[src/hdl/pcat_pkg.sv]
// ----------------------------------------------------------------------------
// pcat_pkg
// Types and constants shared by the path command affine transform block.
// ----------------------------------------------------------------------------
package pcat_pkg;

  localparam int FRAC_BITS_DEF = 16;
  localparam int COORD_W       = 32;
  localparam int FUNC_W        = 3;
  localparam int CFG_IDX_W     = 3;
  localparam int PROD_W        = 2 * COORD_W;

  typedef enum logic [FUNC_W-1:0] {
    FN_MOVE  = 3'd0,
    FN_LINE  = 3'd1,
    FN_QUAD  = 3'd2,
    FN_CUBIC = 3'd3,
    FN_CLOSE = 3'd4
  } pcat_func_t;

  typedef enum logic [CFG_IDX_W-1:0] {
    CFG_M_XX = 3'd0,
    CFG_M_XY = 3'd1,
    CFG_M_XT = 3'd2,
    CFG_M_YX = 3'd3,
    CFG_M_YY = 3'd4,
    CFG_M_YT = 3'd5
  } pcat_cfg_idx_t;

  typedef struct packed {
    logic signed [COORD_W-1:0] xx;
    logic signed [COORD_W-1:0] xy;
    logic signed [COORD_W-1:0] xt;
    logic signed [COORD_W-1:0] yx;
    logic signed [COORD_W-1:0] yy;
    logic signed [COORD_W-1:0] yt;
  } pcat_coef_t;

  typedef struct packed {
    logic ld0;
    logic ld1;
    logic ld2;
    logic ld3;
  } pcat_adv_t;

endpackage

[src/hdl/pcat_cfg_regs.sv]
// ----------------------------------------------------------------------------
// pcat_cfg_regs
// Holds the six transform coefficients and decodes register writes.
// ----------------------------------------------------------------------------
module pcat_cfg_regs #(
  parameter int FRAC_BITS = pcat_pkg::FRAC_BITS_DEF
) (
  input  logic                          clk,
  input  logic                          rst_n,
  input  logic                          wr_en,
  input  logic [pcat_pkg::CFG_IDX_W-1:0] wr_index,
  input  logic [pcat_pkg::COORD_W-1:0]   wr_data,
  output pcat_pkg::pcat_coef_t           coef
);
  import pcat_pkg::*;

  localparam logic signed [COORD_W-1:0] ONE_Q = COORD_W'(1) << FRAC_BITS;

  pcat_coef_t coef_r;
  pcat_coef_t coef_nxt;

  always_comb begin
    coef_nxt = coef_r;
    if (wr_en) begin
      unique case (wr_index)
        CFG_M_XX: coef_nxt.xx = wr_data;
        CFG_M_XY: coef_nxt.xy = wr_data;
        CFG_M_XT: coef_nxt.xt = wr_data;
        CFG_M_YX: coef_nxt.yx = wr_data;
        CFG_M_YY: coef_nxt.yy = wr_data;
        CFG_M_YT: coef_nxt.yt = wr_data;
        default: ;
      endcase
    end
  end

  always_ff @(posedge clk) begin
    if (!rst_n) begin
      coef_r.xx <= ONE_Q;
      coef_r.xy <= '0;
      coef_r.xt <= '0;
      coef_r.yx <= '0;
      coef_r.yy <= ONE_Q;
      coef_r.yt <= '0;
    end else begin
      coef_r <= coef_nxt;
    end
  end

  assign coef = coef_r;

endmodule

[config.mk]
export PLATFORM = sky130hd
export DESIGN_NAME = pcat_cfg_regs
export DESIGN_NICKNAME = d
export VERILOG_FILES = /design/src/hdl/pcat_pkg.sv /design/src/hdl/pcat_cfg_regs.sv
export SDC_FILE = /design/constraint.sdc
export NUM_CORES = 1
export LEC_CHECK = 0
export BUFFER_PORTS_ARGS = -buffer_cell sky130_fd_sc_hd__buf_2
export CORE_MARGIN = 2
export CORE_UTILIZATION = 35
export DETAILED_ROUTE_END_ITERATION = 10
export PLACE_DENSITY = 0.68
export SLEW_MARGIN = 20
export SYNTH_ARGS = -nofsm -noshare
export SYNTH_HDL_FRONTEND = slang
export SYNTH_SLANG_ARGS = --single-unit
[constraint.sdc]
create_clock -name clk -period 1.7 [get_ports clk]
set_clock_uncertainty 0.1 [all_clocks]
set_input_delay 0.085 -clock clk [delete_from_list [all_inputs] [get_ports clk]]
set_output_delay 0.085 -clock clk [all_outputs]
set_load 0.03 [all_outputs]
; Word-level counts from Yosys, hierarchy flattened
; Index checks and enable logic that the tools add are counted.
[classes]
eq_ne = 5
reduce_logical = 7
[ops]
columns = op, n
row1 = 2-bit AND reduction, 6
row2 = "3-bit by 2-bit equality test with 1-bit output, second input constant", 2
row3 = "3-bit equality test, second input constant", 2
row4 = "3-bit by 1-bit equality test with 1-bit output, second input constant", 1
row5 = 3-bit logical NOT, 1
[totals]
reg_bits = 192
in_bits = 38
out_inout_bits = 192
elab_cells = 18

; Longest topological paths before layout
; Gate-level depths: netlist (run 1).
[logic_depth]
depth_word = 2
mapped_depth = 5
ltp_nobuf = 2

; Worst setup path after synthesis (run 1)
; No wires, ideal clock.
[synth_path]
path_kind = input to register
from = input port wr_index[0] (netlist name)
to = register coef_r, in the netlist coef[160]
setup_ns = 0.072
arrival_ns = 0.999
required_time_ns = 1.528
slack_ns = 0.529
stages = 4
path_buffers = 2
path_cell_list = buf_6 nor4b_4 buf_6 mux2i_1
[synth_via]
elab_chain_len = 2
[synth_lines]
columns = element, line_no
row1 = "start, declared", pcat_cfg_regs.sv:11  ; input logic [pcat_pkg::CFG_IDX_W-1:0] wr_index,
row2 = 3-bit logical NOT, pcat_cfg_regs.sv:25  ; unique case (wr_index)
row3 = 2-bit AND reduction (no line), --
row4 = "end signal, assigned", pcat_cfg_regs.sv:46  ; coef_r <= coef_nxt;
row5 = "end, declared", pcat_cfg_regs.sv:19  ; pcat_coef_t coef_r;
; No other way between the ends.
; A chain may end at the register's enable or synchronous reset.

==> reports/results.txt, run 1 <==
Status -> completed
Largest register FFs -> 192
Layout overhead on the synthesized area -> 32.72%
HPWL Detailed -> 12130 µm
Period minus WS final -> 1.457 ns
Seq. cell area -> 0.003844 mm²
Metal-1 WL -> 8562 µm
Post-synth cell types -> 12
Post-synthesis cell count -> 662
Port Buffer Count -> 229
ANT nets after route -> 0
Die ar. -> 0.02109 mm²
Clock Latency Late Sink -> 0.41 ns
Seq/Total Area, Yosys -> 55.05%
Power Density -> 1026 mW/mm²
Final net count -> 942
Tot GR Track Use -> 17.12%
Initial DRC Count -> 194
Detailed-route DRC error count -> 0
Ports -> 230
RSZ-0062 raised after global routing -> false
Highest Signal Layer -> met4
Synth warnings -> 0
CP max FO -> 40
Top cell type's share of synthesized area -> 55.05%
Fin. max-slew vios -> 0
Post-Route Setup TNS -> 0 ns
WL met2 -> 8461 µm
Vias -> 5416
Worst hold slack -> 0.005010 ns
Leakage power of the design -> 4.870 nW
Post-Synth Adder-Cell Area -> 0%
Post-DR vias/cell -> 4.578
Seq cells post-synth -> 192
Most frequent cells in the layout -> buf_2 (228), nand2_1 (222), mux2i_1 (192), dfxtp_1 (192), dlygate4sd3_1 (24)
Final setup fails -> 0
Hold Path Class -> input port to register
Avg Cell Area, Syn -> 10.55 µm²
Total gr overflow -> 0
First-pass GRT wire length -> 29080 µm
Commonest non-fill, non-tap cell in the layout -> buf_2
Clock Path Buffers -> 2
Core region area -> 0.01953 mm²
Post-Syn Area -> 0.006982 mm²
Fillcell total -> 1890
Simple-gate share of the synthesized area -> 13.30%
Worst IR Drop VDD -> 0.6538 mV
Fin crit share -> 85.69%
Die Y -> 145.2 µm
Post-CTS sizing -> 0
Place WS -> 0.3291 ns
CP arrival -> 1.70 ns
Share of cells above drive strength 1 -> 30.75%
Kind of critical path -> input port to register
Design Power -> 9.505 mW
GPL Wtd Cong -> 0.7529
CTS tree -> yes
Initial DRT Pass Iterations -> 4
Main combinational cell family by area after synthesis -> multiplexers
Synth area leader -> dfxtp_1
Post-Route Utilization -> 47.46%
CP Launch Type -> input port
Post-DR wirelength/cell -> 15.49 µm
Root Buffer -> clkbuf_16
Vias in the first global route -> 5342
Initial core utilization -> 35.76%
Number of core rows -> 51
Final WS setup -> 0.2432 ns
Number of CTS-inserted buffers -> 17
Compound-gate portion of the synthesized area -> 0%
Top cells by area, synth -> dfxtp_1 (55%), mux2i_1 (28%), nand2_1 (12%)
Largest net degree at the start of global routing -> 41
Final Hold Vio Count -> 0
Total of max-cap violations -> 0
Post-Synth XOR/XNOR Area -> 0%
Max transition margin -> 59.39%
Clk slew on worst S/H paths -> 0.07 ns
Crit. End Element -> register
Post-synthesis mux area share -> 27.53%
WL final -> 18320 µm
Worst EP required -> 1.94 ns
Initial antenna violation count -> 1
Total clock sinks -> 192
Multi-input logic area -> 0.002883 mm²
Die width -> 145.2 µm
Synth Net Count -> 700
Met3 Wirelength -> 1117 µm
Fmax -> 686.4 MHz
Worst slew pin tran -> 0.6091 ns
H-tree depth -> 4
[report_power, final]
group          switching [mW]  internal (mW)
logic                   0.536          0.280
clock network            1.75           2.30
registers              0.0496           4.60
[layer usage]
layer	global-route usage, %	vias to the layer above
li1	-	2670
met1	22.33	2587
met2	27.49	148
met3	5.252	11
met4	4.755	0
met5	0	-
[final timing paths]
check | cells after the start | start | slack (ns) | to
worst max-delay path | 5 | rst_n | 0.24 | coef[157]$_SDFFE_PN0P_
worst min-delay path | 3 | wr_data[18] | 0.005 | coef[18]$_SDFFE_PN0P_
worst max register to register | 2 | coef[123]$_SDFFE_PN0P_ | 0.97 | coef[123]$_SDFFE_PN0P_
worst min register to register | 2 | coef[159]$_SDFFE_PN0P_ | 0.35 | coef[159]$_SDFFE_PN0P_
[synthesized netlist by cell type, drive strengths merged]
cell type  instances
and4bb             1
buf               30
clkbuf            17
dfxtp            192
mux2i            192
nand2            222
nand4b             2
nand4bb            2
nor2b              3
nor4b              1
[what timing repair did]
action                    in CTS  in global routing
hold buffers                  24                  0
hold endpoints to repair     134                  0
buffers inserted               0                  0
[worst max-delay path: stages]
cell,delay [ns]
dlygate4sd3_1,0.56
buf_6,0.31
buf_12,0.25
nand2_1,0.23
mux2i_1,0.19
[layout make-up]
cell class,instances,area share [%]
clock buffers,20,5.036
flip-flops and latches,192,41.48
diodes,1,0.02701
clock inverters,12,1.418
repair buffers,270,17.35
well taps,265,3.578
multi-input cells,423,31.11
[through the flow]
stage	cell area (µm²)	cells
CTS	9264	1182
finish	9266	1183
detailed placement	8426	1126
global placement	8426	1126
global route	9266	1183
floorplan	6982	662
[logic make-up after synthesis]
| family | count (synthesis) |
|---|---|
| and+or+nand+nor | 231 |
| muxes | 192 |
| DFF | 192 |
| buffers and inverters | 47 |
(Power assumes the default switching activity.)
==> inputs of run 2 (changes only) <==
- CORE_UTILIZATION: 35 -> 30
- PLACE_DENSITY: 0.68 -> 0.61
==> run 2 against run 1 <==
- clock-buffer cell count fell by 2
- combinational power rose by 0.5%
- critical path depth rose by 1
- critical endpoint is now coef[30]$_SDFFE_PN0P_
- largest power group unchanged
==> reports/results.txt, run 2 (synthesis results as in run 1) <==
Status -> completed (unchanged)
Number of core rows -> 55 (was 51)
Final Hold Vio Count -> 0 (unchanged)
Initial antenna violation count -> 0 (was 1)
CP Launch Type -> input port (unchanged)
First-pass GRT wire length -> 29410 µm (was 29080 µm)
Design Power -> 9.978 mW (was 9.505 mW)
Largest register FFs -> 192 (unchanged)
Total clock sinks -> 192 (unchanged)
ANT nets after route -> 0 (unchanged)
Most frequent cells in the layout -> buf_2 (228), nand2_1 (222), mux2i_1 (192), dfxtp_1 (192), dlygate4sd3_1 (21) (was buf_2 (228), nand2_1 (222), mux2i_1 (192), dfxtp_1 (192), dlygate4sd3_1 (24))
Die ar. -> 0.02451 mm² (was 0.02109 mm²)
Multi-input logic area -> 0.002883 mm² (unchanged)
Total gr overflow -> 0 (unchanged)
CTS tree -> yes (unchanged)
Final net count -> 943 (was 942)
Detailed-route DRC error count -> 0 (unchanged)
Number of diodes -> 0 (was 1)
Post-CTS setup buffer count -> 0 (unchanged)
WL final -> 19010 µm (was 18320 µm)
Fin crit share -> 82.16% (was 85.69%)
Tot GR Track Use -> 15.46% (was 17.12%)
Number of CTS-inserted buffers -> 17 (unchanged)
Worst EP required -> 1.95 ns (was 1.94 ns)
Core region area -> 0.02271 mm² (was 0.01953 mm²)
Die Y -> 156.6 µm (was 145.2 µm)
Leakage power of the design -> 4.904 nW (was 4.870 nW)
Period minus WS final -> 1.397 ns (was 1.457 ns)
H-tree depth -> 4 (unchanged)
Vias -> 5354 (was 5416)
Clock Latency Late Sink -> 0.41 ns (about the same)
Clk slew on worst S/H paths -> 0.07 ns (about the same)
Max transition margin -> 75.89% (was 59.39%)
RSZ-0062 raised after global routing -> false (unchanged)
CP arrival -> 1.64 ns (was 1.70 ns)
Vias in the first global route -> 5230 (was 5342)
Root Buffer -> clkbuf_16 (unchanged)
Total of max-cap violations -> 0 (unchanged)
Fin cells -> 1203 (was 1183)
Fillcell total -> 2273 (was 1890)
Worst slew pin tran -> 0.3616 ns (was 0.6091 ns)
Placed instance count -> 1150 (was 1126)
HPWL Detailed -> 12960 µm (was 12130 µm)
Worst IR Drop VDD -> 0.6504 mV (was 0.6538 mV)
Crit. End Element -> register (unchanged)
Kind of critical path -> input port to register (unchanged)
Initial core utilization -> 30.74% (was 35.76%)
Hold Path Class -> input port to register (unchanged)
Final setup fails -> 0 (unchanged)
Clock Path Buffers -> 2 (unchanged)
Die width -> 156.6 µm (was 145.2 µm)
Initial DRC Count -> 168 (was 194)
Post-DR vias/cell -> 4.451 (was 4.578)
Power Density -> 1066 mW/mm² (was 1026 mW/mm²)
Share of cells above drive strength 1 -> 31.15% (was 30.75%)
Layout overhead on the synthesized area -> 34.01% (was 32.72%)
Post-route cell area -> 0.009356 mm² (was 0.009266 mm²)
Ports -> 230 (unchanged)
Commonest non-fill, non-tap cell in the layout -> buf_2 (unchanged)
Post-DR wirelength/cell -> 15.80 µm (was 15.49 µm)
CP max FO -> 54 (was 40)
Initial DRT Pass Iterations -> 6 (was 4)
Port Buffer Count -> 229 (unchanged)
Fmax -> 715.9 MHz (was 686.4 MHz)
GPL Wtd Cong -> 0.7519 (was 0.7529)
Area after DPL -> 0.008481 mm² (was 0.008426 mm²)
Largest net degree at the start of global routing -> 55 (was 41)
Fin. max-slew vios -> 0 (unchanged)
Seq. cell area -> 0.003844 mm² (unchanged)
Post-Route Setup TNS -> 0 ns (unchanged)
## run 2: what timing repair did
action / in CTS / in global routing
gates resized for setup: 0 / 0
hold buffers: 21 / 0
hold endpoints to repair: 111 / 0
## run 2: layout make-up
type                            instances  share of cell area (%)
Multi-Input combinational cell        423                   30.81
Sequential cell                       192                   41.08
Tap cell                              285                   3.811
Clock buffer                           18                   4.694
Timing Repair Buffer                  271                   17.18
Clock inverter                         14                   2.420
## run 2: path summary, 6_finish.rpt
kind / to / start / cells past startpoint / slack, ns
setup / recovery: coef[30]$_SDFFE_PN0P_ / rst_n / 6 / 0.30
hold / removal: coef[98]$_SDFFE_PN0P_ / wr_data[2] / 3 / 0.003
setup reg to reg: coef[48]$_SDFFE_PN1P_ / coef[48]$_SDFFE_PN1P_ / 2 / 0.97
hold reg to reg: coef[173]$_SDFFE_PN0P_ / coef[173]$_SDFFE_PN0P_ / 2 / 0.35
## run 2: per-layer routing
layer / part of all wire (%) / up-vias / track usage, %
met3: 7.0 / 6 / 5.622
met2: 46 / 151 / 24.71
met5: 0 / - / 0
met1: 46 / 2519 / 19.99
met4: 0.45 / 0 / 3.451
li1: - / 2678 / -
## run 2: through the flow
stage               util [%]  worst slack (ns)  hold slack [ns]
floorplan                  -            0.5291           0.1554
global placement       37.34            0.3963           0.2923
detailed placement     37.34            0.3519           0.3160
CTS                    41.20            0.3243        0.0005687
global route           41.20            0.1822         0.007800
finish                 41.20            0.3032         0.003287
## run 2: critical path: stages
cell	delay, ns
dlygate4sd3_1	0.54
buf_6	0.22
buf_12	0.27
buf_4	0.28
nand2_1	0.08
mux2i_1	0.12
## run 2: where the power goes
part | switching (mW) | leakage [nW] | internal (mW)
logic | 0.542 | 3.03 | 0.278
clock network | 1.83 | 0.317 | 2.69
registers | 0.0484 | 1.55 | 4.59
==> inputs of run 3 (changes only) <==
- clock period: 1.7 -> 1.3 ns (I/O delays scaled with it)
==> run 3 against run 2 <==
- combinational power grew 38%
- sequential share of layout area decreased by 0.50 points
- routed wire length rose by 1.9%
- via count rose by 0.86%
- register-to-register slack worse by 0.40 ns
- critical endpoint is now coef[185]$_SDFFE_PN0P_
- flip-flop and latch count did not move
- first-iteration DRC count fell by 5.4%
- non-clock buffer count increased by 20
- the flow now finishes with violations (hold timing)
- clock-buffer cell count is the same
- die area unchanged
==> reports/results.txt, run 3 (synthesis results as in run 1) <==
ANT nets after route -> 0 (unchanged)
Layout overhead on the synthesized area -> 35.68% (was 34.01%)
Hold Path Depth -> 3 (unchanged)
Die width -> 156.6 µm (unchanged)
Bufs and invs on worst path -> 3 (was 4)
Post-CTS setup buffer count -> 0 (unchanged)
Detailed-route DRC error count -> 0 (unchanged)
Vias in the first global route -> 5302 (was 5230)
Total of max-cap violations -> 0 (unchanged)
Number of core rows -> 55 (unchanged)
Multi-input logic area -> 0.002888 mm² (was 0.002883 mm²)
Worst hold slack -> -0.006843 ns (was 0.003287 ns)
GPL Wtd Cong -> 0.7501 (was 0.7519)
H-tree depth -> 4 (unchanged)
Die Y -> 156.6 µm (unchanged)
Clock Path Buffers -> 2 (unchanged)
Number of CTS-inserted buffers -> 17 (unchanged)
Leakage power of the design -> 4.957 nW (was 4.904 nW)
Tot GR Track Use -> 15.81% (was 15.46%)
R2r worst-path depth -> 2 (unchanged)
Seq. cell area -> 0.003844 mm² (unchanged)
Crit-path cells -> dlygate4sd3_1, buf_6, buf_12, nand2_1, mux2i_1 (was dlygate4sd3_1, buf_6, buf_12, buf_4, nand2_1, mux2i_1)
Highest Signal Layer -> met4 (unchanged)
Violated checks -> hold timing
Port Buffer Count -> 229 (unchanged)
Core region area -> 0.02271 mm² (unchanged)
Total gr overflow -> 0 (unchanged)
HPWL Detailed -> 13370 µm (was 12960 µm)
CP Launch Type -> input port (unchanged)
WL met2 -> 8748 µm (was 8832 µm)
Status -> finished, violations left (was completed)
CP max FO -> 42 (was 54)
CP max stage cell -> dlygate4sd3_1 (unchanged)
Share of cells above drive strength 1 -> 31.77% (was 31.15%)
Fin. max-slew vios -> 0 (unchanged)
Ports -> 230 (unchanged)
Worst EP required -> 1.54 ns (was 1.95 ns)
Period minus WS final -> 1.250 ns
Initial DRC Count -> 159 (was 168)
Final setup fails -> 0 (unchanged)
Hold Path Class -> input port to register (unchanged)
Root Buffer -> clkbuf_16 (unchanged)
Worst slew pin tran -> 0.2909 ns (was 0.3616 ns)
CP arrival -> 1.49 ns (was 1.64 ns)
Total clock sinks -> 192 (unchanged)
First-pass GRT wire length -> 29890 µm (was 29410 µm)
Kind of critical path -> input port to register (unchanged)
Crit. End Element -> register (unchanged)
Final net count -> 963 (was 943)
Largest stage delay on the critical path -> 0.54 ns (about the same)
CTS tree -> yes (unchanged)
Worst path depth -> 5 (was 6)
Most frequent cells in the layout -> buf_2 (228), nand2_1 (220), mux2i_1 (192), dfxtp_1 (192), dlygate4sd3_1 (31) (was buf_2 (228), nand2_1 (222), mux2i_1 (192), dfxtp_1 (192), dlygate4sd3_1 (21))
Place WS -> 0.01731 ns (was 0.3519 ns)
Power Density -> 1291 mW/mm² (was 1066 mW/mm²)
Area after DPL -> 0.008593 mm² (was 0.008481 mm²)
Post-DR vias/cell -> 4.415 (was 4.451)
Commonest non-fill, non-tap cell in the layout -> buf_2 (unchanged)
Fillcell total -> 2218 (was 2273)
WL final -> 19370 µm (was 19010 µm)
Number of diodes -> 0 (unchanged)
Met3 Wirelength -> 1203 µm (was 1328 µm)
Post-DR wirelength/cell -> 15.84 µm (was 15.80 µm)
Final WS setup -> 0.04994 ns (was 0.3032 ns)
Final Hold Vio Count -> 2 (was 0)
Largest register FFs -> 192 (unchanged)
Worst IR Drop VDD -> 0.7174 mV (was 0.6504 mV)
RSZ-0062 raised after global routing -> true (was false)
Die ar. -> 0.02451 mm² (unchanged)
Initial core utilization -> 30.74% (unchanged)
Vias -> 5400 (was 5354)
Fmax -> 800.0 MHz
Largest net degree at the start of global routing -> 43 (was 55)
Fin crit share -> 96.16%
Clock Latency Late Sink -> 0.42 ns (was 0.41 ns)
Post-route cell area -> 0.009473 mm² (was 0.009356 mm²)
Initial antenna violation count -> 0 (unchanged)
Initial DRT Pass Iterations -> 4 (was 6)
Clk slew on worst S/H paths -> 0.07 ns (about the same)
Metal-1 WL -> 9122 µm (was 8761 µm)
Max transition margin -> 80.52% (was 75.89%)
Delay-heaviest family, CP -> buffers and inverters (unchanged)
-- run 3: final timing paths --
path	startpoint	end	slack, ns
max	rst_n	coef[185]$_SDFFE_PN0P_	0.05
min	wr_data[31]	coef[63]$_SDFFE_PN0P_	-0.007
max reg2reg	coef[176]$_SDFFE_PN1P_	coef[176]$_SDFFE_PN1P_	0.57
min reg2reg	coef[188]$_SDFFE_PN0P_	coef[188]$_SDFFE_PN0P_	0.35
-- run 3: timing repair --
| action | CTS | global route |
|---|---|---|
| endpoints found under the hold margin | 171 | 0 |
| hold buffers | 31 | 0 |
| resized for setup | 0 | 2 |
| setup endpoints to repair | 0 | 5 |
-- run 3: worst min-delay path, cell delays in order --
cell,delay [ns]
buf_2,0.07
nand2_1,0.17
mux2i_1,0.17
-- run 3: per-layer routing --
| layer | track usage, % | up-vias |
|---|---|---|
| li1 | - | 2720 |
| met1 | 20.49 | 2513 |
| met2 | 25.26 | 150 |
| met3 | 4.874 | 17 |
| met4 | 4.806 | 0 |
| met5 | 0 | - |
-- run 3: area by class of cell --
class | instances | share of cell area [%]
Timing Repair Buffer | 291 | 19.22
Tap cell | 285 | 3.764
Clock buffer | 18 | 4.636
Clock inverter | 14 | 1.321
Multi-Input combinational cell | 423 | 30.48
Sequential cell | 192 | 40.58
-- run 3: through the flow --
stage / TNS (ns) / util (%) / power (mW) / std cells
floorplan: 0 / - / 6.870 / 662
global placement: 0 / 37.84 / 7.267 / 1160
detailed placement: 0 / 37.84 / 7.275 / 1160
CTS: 0 / 41.69 / 12.43 / 1223
global route: -0.02120 / 41.71 / 12.74 / 1223
finish: 0 / 41.71 / 12.23 / 1223
-- run 3: power breakdown --
| part | switching, mW | internal, mW | total (mW) |
|---|---|---|---|
| clock network | 2.45 | 2.57 | 5.03 |
| registers | 0.0636 | 6.01 | 6.07 |
| logic | 0.720 | 0.409 | 1.13 |
| total | 3.24 | 8.99 | 12.2 |
